<file path="src/hdl/ttc_div.sv">
// ----------------------------------------------------------------------------
// ttc_div
// pipelined restoring divider, one quotient bit per stage
// ----------------------------------------------------------------------------
module ttc_div #(
	parameter int NUM_W = 17,
	parameter int DEN_W = 16
) (
	input  logic             clk,
	input  logic [NUM_W-1:0] num,
	input  logic [DEN_W-1:0] den,
	output logic [NUM_W-1:0] quo
);

	logic [DEN_W-1:0] rem_s [NUM_W];
	logic [NUM_W-1:0] nq_s  [NUM_W];
	logic [DEN_W-1:0] den_s [NUM_W];

	for (genvar i = 0; i < NUM_W; i++) begin : g_stage
		logic [DEN_W-1:0] rem_in, den_in;
		logic [NUM_W-1:0] nq_in;
		logic [DEN_W:0]   sh, diff;
		logic             ge;

		if (i == 0) begin : g_first
			assign rem_in = '0;
			assign nq_in  = num;
			assign den_in = den;
		end else begin : g_next
			assign rem_in = rem_s[i-1];
			assign nq_in  = nq_s[i-1];
			assign den_in = den_s[i-1];
		end

		assign sh   = {rem_in, nq_in[NUM_W-1]};
		assign ge   = sh >= {1'b0, den_in};
		assign diff = sh - {1'b0, den_in};

		always_ff @(posedge clk) begin
			rem_s[i] <= ge ? diff[DEN_W-1:0] : sh[DEN_W-1:0];
			nq_s[i]  <= {nq_in[NUM_W-2:0], ge};
			den_s[i] <= den_in;
		end
	end

	assign quo = nq_s[NUM_W-1];

endmodule

</file>
<file path="config.mk">
export PLATFORM = sky130hd
export DESIGN_NAME = ttc_div
export DESIGN_NICKNAME = d
export VERILOG_FILES = /design/src/hdl/ttc_div.sv
export SDC_FILE = /design/constraint.sdc
export NUM_CORES = 1
export LEC_CHECK = 0
export ABC_CLOCK_PERIOD_IN_PS = 3400
export BUFFER_PORTS_ARGS = -buffer_cell sky130_fd_sc_hd__buf_2
export CAP_MARGIN = 5
export CELL_PAD_IN_SITES_DETAIL_PLACEMENT = 1
export CELL_PAD_IN_SITES_GLOBAL_PLACEMENT = 1
export CORE_UTILIZATION = 47
export DETAILED_ROUTE_END_ITERATION = 12
export PLACE_DENSITY = 0.74
export SLEW_MARGIN = 20
export SYNTH_ARGS = -nofsm -noshare
export SYNTH_HDL_FRONTEND = slang
export SYNTH_SLANG_ARGS = --single-unit
export TNS_END_PERCENT = 30
</file>
<file path="constraint.sdc">
create_clock -name clk -period 3.4 [get_ports clk]
set_input_delay 0.34 -clock clk [delete_from_list [all_inputs] [get_ports clk]]
set_output_delay 0.34 -clock clk [all_outputs]
set_load 0.005 [all_outputs]
</file>
After elaboration in Yosys (flattened, before gate mapping)
Memories as Yosys holds them, arrays and structs flattened. Cells that the tools add are included.

$add $sub $neg: 17. Multiply operators: 0. Divide/modulo/power cells: 0. $lt $le $gt $ge: 17. Equal/unequal tests: 0. Shifts and indexed selects: 0. Muxes and demuxes: 17. Bitwise operators: 0. Reduce and logical (&&, ||, !) cells: 0.

Operators with widths (number): $ge 17x16->1 (16); $mux 16 (17); $sub 16x16->16 (16); $ge 1x16->1 (1); $sub 1x16->16 (1).

Register bits: 0. Latch bits: 0. Bits in writable memories: 833. ROM bits: 0. Output and inout port bits: 17. Logic and storage cells: 54. Memories: 3.

Memories: nq_s (depth 17, width 17, rd ports 17, clocked after Yosys merged registers in 0, wr ports 17, line 16) `logic [NUM_W-1:0] nq_s [NUM_W];`; den_s (depth 17, width 16, rd ports 16, clocked after Yosys merged registers in 0, wr ports 17, line 17) `logic [DEN_W-1:0] den_s [NUM_W];`; rem_s (depth 17, width 16, rd ports 16, clocked after Yosys merged registers in 0, wr ports 17, line 15) `logic [DEN_W-1:0] rem_s [NUM_W];`.

Depth between registers and ports, before layout
Gate-level depths: netlist of run 1. An unclocked memory read counts as a cell.

Word-level depth: 3. Depth in mapped cells: 13. Gate-level depth less buffers: 11.

Worst setup path after synthesis of run 1
OpenSTA, ideal clock, no wires.

Path kind: reg2reg. Start: memory den_s[11][1], in the netlist den_s[0][177]. End: memory rem_s[12][8], in the netlist rem_s[0][200]. Library setup time: 0.121 ns. Arrival: 2.769 ns. Setup slack: 0.510 ns. Cell stages (with the launch flop): 12. Buffers on the path: 1. Period minus slack after synthesis: 2.890 ns. Cell sequence: dfxtp_1 inv_1 ha_1 nor2b_4 o31ai_2 a21o_2 a21boi_2 a221o_1 a211o_2 a211oi_4 buf_12 mux2_4.

RTL lines (line): from (decl) (17); to (decl) (15).

==> flow_summary_export.csv, run 1 <==
group,metric,value,unit
routing,postRouteAntennaNets,0,
floorplanning,die-area,67300,um2
logic_synthesis,yosysMostFrequentCell,"dfxtp_1",
routing,via_per_inst,5.26,
sta,setup_tns,0,ns
routing,drt_iter0_drc,822,
global_route,grt.overflow.total,0,
routing,vias,21100,
floorplanning,die_x,259,um
global_route,grt_pass1_vias,23100,
logic_synthesis,yosys_warnings,0,
logic_synthesis,syn_nets,3261,
clocking,post_cts_buffers,0,
power,leakage,16.5,nW
clocking,clk_pin_slew,0.06,ns
sta,max-slew-margin-rel,35.1,%
run_status,status,"finished, final reports clean",
critical_path,crit_slowest_cell,"a21oi_2",
logic_synthesis,synth_top_cell_area_share,51.5,%
sta,setup_ws,0.213,ns
routing,finalWirelength,71900,um
critical_path,critPathKind,"flop to flop",
sta,post-route-min-period,3.19,ns
placed_design,io_buffer_count,50,
logic_synthesis,syn_inst,2954,
placed_design,globalplace.congestion,0.921,
logic_synthesis,yosysUniqueCellTypes,84,
global_route,grt_use_met1,23.3,%
sta,hold_viol,0,
logic_synthesis,synthTopCellsByCount,"dfxtp_1, inv_1, ha_1",
global_route,globalRouteMet2Util,41.7,%
sta,drv_slew,0,
final_layout,fin_util,54.7,%
floorplanning,rows,93,
clocking,cts.htree.levels,3,
critical_path,slowest_delay,0.71,ns
logic_synthesis,ys_dominant_reg_cell,"dfxtp_1",
clocking,cts_root_buf,"clkbuf_16",
critical_path,arrival,3.69,ns
clocking,clk_latency,0.64,ns
sta,worst_slew_pin_slew,0.974,ns
final_layout,nNetsFinal,3405,
clocking,cts_buffers,82,
clocking,ctsLongestPathBuffers,3,
critical_path,r2r_setup_slack,0.21,ns
power,report.power.total,26.1,mW
hold_path,hp-class,"flop to flop",
logic_synthesis,synth-edff-count,0,
sta,rsz0062_at_grt,"no",
critical_path,cp_data_required_time,3.90,ns
global_route,grt_max_degree,32,
global_route,grt_usage,21.7,%
global_route,gr-usage-met3,3.19,%
critical_path,cp-end-kind,"flop",
final_layout,drive_gt1_share,11.7,%
logic_synthesis,postSynthAreaPerCell,10.5,um2
logic_synthesis,syn-cell-area,31100,um2
logic_synthesis,yosysTopAreaCell,"dfxtp_1",
placed_design,place_ws,0.230,ns
sta,finalCritPeriodShare,93.7,%
critical_path,cp_cell_sequence,"inv_1 -> ha_1 -> nor2b_1 -> o31a_1 -> o21ai_0 -> a21oi_1 -> a21oi_1 -> and4b_1 -> a21oi_2 -> mux2_2",
floorplanning,io_pins,51,
routing,drcViolationCount,0,
sta,skew,0.0219,ns
job,maxCapViolCount,0,
floorplanning,start_util,47.9,%
power,powerDensity,734,nW/um2
sta,fmax,0.314,GHz
final_layout,syn_to_final_growth,14.1,%
critical_path,cpMostUsedCell,"a21oi_1",
global_route,busiest_layer,"met2",
logic_synthesis,synth-seq-area-share,51.5,%
logic_synthesis,synth_area_leaders,"dfxtp_1, ha_1, mux2_2",
critical_path,cp_max_fo,16,
clocking,cts.sinks,801,
final_layout,multi_input_area,13700,um2
logic_synthesis,synth_seq_cells,801,
sta,setup_viol,0,
routing,avgRoutedWirePerCell,17.9,um
power,peakVddDrop,396,uV
floorplanning,fp.coreArea,64900,um2
placed_design,hpwl,54300,um
global_route,antenna_found_initial,0,
routing,drt_first_pass_iters,5,
final_layout,nFillCells,6937,
final_layout,diodes,0,
critical_path,startpoint_type,"flop",
sta,holdWs,0.312,ns
final_layout,seq_area,16000,um2
global_route,grt_pass1_wl,118000,um
clocking,cts_tree,"done",
logic_synthesis,synth-async-reset-ratio,0,%
floorplanning,die_h,259,um
-- layout by cell type (no fill, tap or decap), drive strengths merged, types with 5 or more instances in the layout --
cell type / Yosys / layout
dfxtp: 801 / 801
inv: 318 / 323
ha: 258 / 258
nor2: 180 / 180
a21oi: 160 / 160
o21ai: 152 / 152
mux2: 151 / 151
nand2: 128 / 128
clkbuf: 24 / 116
xnor2: 103 / 103
buf: 16 / 67
o21a: 59 / 59
xor2: 57 / 57
a21o: 57 / 57
nand2b: 43 / 43
nor3: 41 / 41
nand3: 39 / 39
nor2b: 35 / 35
dlygate4sd3: 0 / 33
nand4: 31 / 31
a211oi: 30 / 30
o31a: 28 / 28
o31ai: 24 / 24
mux2i: 22 / 22
a31oi: 22 / 22
clkinv: 0 / 16
fa: 15 / 15
o211ai: 14 / 14
a21boi: 13 / 13
and3: 12 / 12
or3: 11 / 11
nor4: 10 / 10
bufinv: 0 / 8
a211o: 8 / 8
o41ai: 8 / 8
a2111oi: 7 / 7
and4: 7 / 7
and2: 6 / 6
o21bai: 5 / 5
-- final cells by class --
cell class | count | area share (%)
Sequential cell | 801 | 45.1
Multi-Input combinational cell | 1795 | 38.7
Clock buffer | 116 | 6.54
Inverter | 318 | 3.36
Tap cell | 855 | 3.01
Timing Repair Buffer | 100 | 2.13
Clock inverter | 30 | 1.13
-- repair_timing --
action | in CTS | in global routing
hold endpoints to repair | 33 | 0
hold buffers | 33 | 0
setup endpoints to repair | 0 | 2
gates resized for setup | 0 | 1
-- worst paths after layout --
path	start	to	cells after the start
hold reg to reg	nq_s[3][15]	nq_s[4][16]	0
setup reg to reg	den_s[0][161]	rem_s[0][188]	10
hold / removal	nq_s[3][15]	nq_s[4][16]	0
setup / recovery	den_s[0][161]	rem_s[0][188]	10
-- worst max-delay path: cells and delay by family (launching register included) --
kind | cells | cell delay [ns]
compound gates | 5 | 1.45
simple gates | 2 | 0.45
mux | 1 | 0.42
flops | 1 | 0.38
fa+ha+maj | 1 | 0.29
buf+inv | 1 | 0.07
-- stage by stage --
| step | instance area [um2] | instances |
|---|---|---|
| final | 35500 | 4015 |
| after floorplan | 31100 | 2954 |
| after global placement | 32500 | 3836 |
| after CTS | 35500 | 4015 |
| after detailed placement | 32500 | 3836 |
| after global routing | 35500 | 4015 |
-- logic make-up after synthesis --
| logic type | count (synthesis) | share of synthesized area, % |
|---|---|---|
| multiplexers | 173 | 6.25 |
| adder cells (fa/ha/maj) | 273 | 11.3 |
| buffers and inverters | 358 | 4.45 |
| AO/OA/AOI/OAI | 627 | 13.2 |
| flip-flops | 801 | 51.5 |
| XOR/XNOR | 160 | 4.50 |
| AND/OR/NAND/NOR | 562 | 8.72 |
-- power by group --
| part | switching, mW | leakage (nW) | total, mW | internal [mW] |
|---|---|---|---|---|
| sequential | 0.582 | 6.66 | 10.9 | 10.4 |
| clock | 3.66 | 1.34 | 9.05 | 5.39 |
| combinational | 3.19 | 8.46 | 6.08 | 2.89 |
| total | 7.43 | 16.5 | 26.1 | 18.6 |
-- routing by layer --
layer  routed length (um)  vias up
met4                 3080        0
met2                38400      266
met5                    0        -
met1                28800    10200
li1                     -    10500
met3                 1630      193
-- flip-flops by register name (all words and copies together), names as in the netlist --
name / cells
den_s: 256
rem_s: 256
nq_s: 289
Note: power is estimated with default switching activity, not from simulation.
==> run 2: changes to the inputs <==
--- a/config.mk
+++ b/config.mk
@@ -10,6 +10,7 @@
 export CAP_MARGIN = 5
 export CELL_PAD_IN_SITES_DETAIL_PLACEMENT = 1
 export CELL_PAD_IN_SITES_GLOBAL_PLACEMENT = 1
+export CORE_ASPECT_RATIO = 1.75
 export CORE_UTILIZATION = 47
 export DETAILED_ROUTE_END_ITERATION = 12
 export PLACE_DENSITY = 0.74
==> run 2 against run 1 <==
Compared with the run above: non-clock buffer count is 15 higher; die area is essentially flat; clock skew rose by 0.0078 ns; clock power shrank 8.0%; sequential share of layout area increased by 0.26 points; flip-flop and latch count unchanged; power fell by 2.1%; first-iteration DRC count decreased by 22%; maximum frequency is 2.3% lower; global-route usage up 3.0 points; count of clock-buffer cells in the layout is 17 lower; cell count rose by 0.75%.
==> flow_summary_export.csv, run 2 (same netlist as run 1, synthesis figures left out) <==
group,metric,value,unit
run_status,status,"finished, final reports clean",
clocking,cts.htree.levels,3,
final_layout,largest_reg_flops,289,
clocking,cts.sinks,801,
sta,worst_slew_pin_slew,0.875,ns
critical_path,cp_data_required_time,3.92,ns
final_layout,nNetsFinal,3411,
floorplanning,die_h,342,um
global_route,gr-usage-met3,3.50,%
hold_path,hold_path_end,"nq_s[2][4]",
final_layout,fin_util,54.0,%
placed_design,placed_cell_area,32600,um2
clocking,cts_root_buf,"clkbuf_16",
final_layout,syn_to_final_growth,13.5,%
critical_path,reg2reg_from,"den_s[0][210]",
routing,drt_first_pass_iters,7,
power,clock_power_share,32.6,%
placed_design,hpwl,64200,um
global_route,grt_pass1_vias,24400,
power,powerDensity,723,nW/um2
clocking,post_cts_buffers,0,
final_layout,top_regs,"nq_s x289, den_s x256, rem_s x256",
routing,vias,21800,
global_route,busiest_layer,"met2",
placed_design,place_inst,3878,
floorplanning,start_util,47.5,%
routing,finalWirelength,81700,um
floorplanning,rows,124,
clocking,ctsLongestPathBuffers,3,
critical_path,cp-end-kind,"flop",
final_layout,drive_gt1_share,12.0,%
routing,postRouteAntennaNets,0,
sta,post-route-min-period,3.26,ns
routing,drt_iter0_drc,643,
clocking,clk_latency,0.64,ns
critical_path,r2r_setup_slack,0.14,ns
final_layout,layout_common_cells,"dfxtp_1, inv_1, ha_1",
floorplanning,die_x,197,um
power,leakage,16.3,nW
routing,via_per_inst,5.38,
global_route,antenna_found_initial,0,
critical_path,cp_max_fo,5,
placed_design,place_ws,0.127,ns
sta,fmax,0.307,GHz
floorplanning,die-area,67300,um2
global_route,grt_max_degree,27,
global_route,grt_pass1_wl,127000,um
clocking,cts_buffers,73,
hold_path,hold_start,"nq_s[1][3]",
final_layout,final_common_cell,"dfxtp_1",
floorplanning,fp.coreArea,65500,um2
sta,max-slew-margin-rel,41.6,%
routing,avgRoutedWirePerCell,20.2,um
critical_path,startpoint_type,"flop",
critical_path,worstRegToRegCells,10,
sta,holdWs,0.319,ns
final_layout,fin_area,35300,um2
power,pwr-share-comb,24.3,%
global_route,grt.overflow.total,0,
power,report.power.total,25.5,mW
final_layout,top_register,"nq_s",
clocking,clk_pin_slew,0.07,ns
critical_path,arrival,3.78,ns
clocking,cts_tree,"done",
sta,hold_viol,0,
sta,skew,0.0297,ns
sta,rsz0062_at_grt,"no",
power,intPower,17.9,mW
floorplanning,io_pins,51,
routing,drcViolationCount,0,
critical_path,r2r_end,"rem_s[0][236]",
hold_path,hp-class,"flop to flop",
global_route,globalRouteMet2Util,53.9,%
final_layout,fin_cells,4045,
critical_path,critPathKind,"flop to flop",
sta,setup_ws,0.139,ns
sta,drv_slew,0,
sta,finalCritPeriodShare,95.9,%
job,maxCapViolCount,0,
sta,setup_viol,0,
global_route,grt_use_met1,17.7,%
placed_design,io_buffer_count,50,
power,seq_power_share,43.1,%
power,peakVddDrop,535,uV
hold_path,hold_path_depth,0,
power,p_switching,7.59,mW
global_route,grt_usage,24.7,%
sta,setup_tns,0,ns
power,switching_share,29.7,%
placed_design,globalplace.congestion,0.969,
run 2: cell count changes in the layout (fill, tap and decap cells not counted), sizes merged:
cell,before,now
diode,0,1
buf,67,82
clkinv,16,14
clkbuf,116,99
inv,323,324
clkinvlp,1,8
bufinv,8,6
run 2: power groups by stage:
stage	Clock (mW)	Sequential, mW	Combinational [mW]
global placement	0	11.2	5.79
finish	8.33	11.0	6.20
floorplan	0	10.8	4.69
detailed placement	0	11.2	6.10
global route	8.93	11.1	6.83
CTS	8.55	11.0	6.21
run 2: metal layers:
layer / vias up / share of wire, %
met5: - / 0
met4: 0 / 7.9
met3: 266 / 2.5
met2: 391 / 61
met1: 10600 / 29
li1: 10500 / -
run 2: what timing repair did:
item                                    4_1_cts  5_1_grt
endpoints found under the setup margin        0        6
hold buffers                                 33        0
resized for setup                             0        1
endpoints found under the hold margin        33        0
run 2: how the worst max path moves through the flow:
stage / cells after the start / endpoint / slack (ns) / start
after floorplan: 11 / rem_s[0][200] / 0.51 / den_s[0][177]
after global placement: 10 / rem_s[0][69] / 0.17 / den_s[0][49]
after detailed placement: 10 / rem_s[0][72] / 0.13 / den_s[0][49]
after CTS: 10 / rem_s[0][67] / 0.07 / den_s[0][49]
after global routing: 9 / rem_s[0][215] / 0.0009 / den_s[0][193]
final: 10 / rem_s[0][236] / 0.14 / den_s[0][210]
run 2: final cells by class:
cell class	count	area [um2]
fillers	7118	30200
clock inverters	34	404
inverters	318	1190
repair buffers	115	821
clock buffers	99	2020
flip-flops and latches	801	16000
well taps	882	1100
multi-input cells	1795	13700
diodes	1	2.50
run 2: worst max-delay path, stage by stage, from the launching register on:
cell and delay [ns]:
dfxtp_1 0.40, inv_1 0.09, ha_1 0.39, nor2b_1 0.20, o31a_1 0.28, o31ai_1 0.40
a21oi_1 0.23, a2111oi_0 0.56, a21oi_1 0.13, xor2_1 0.19, mux2_2 0.28
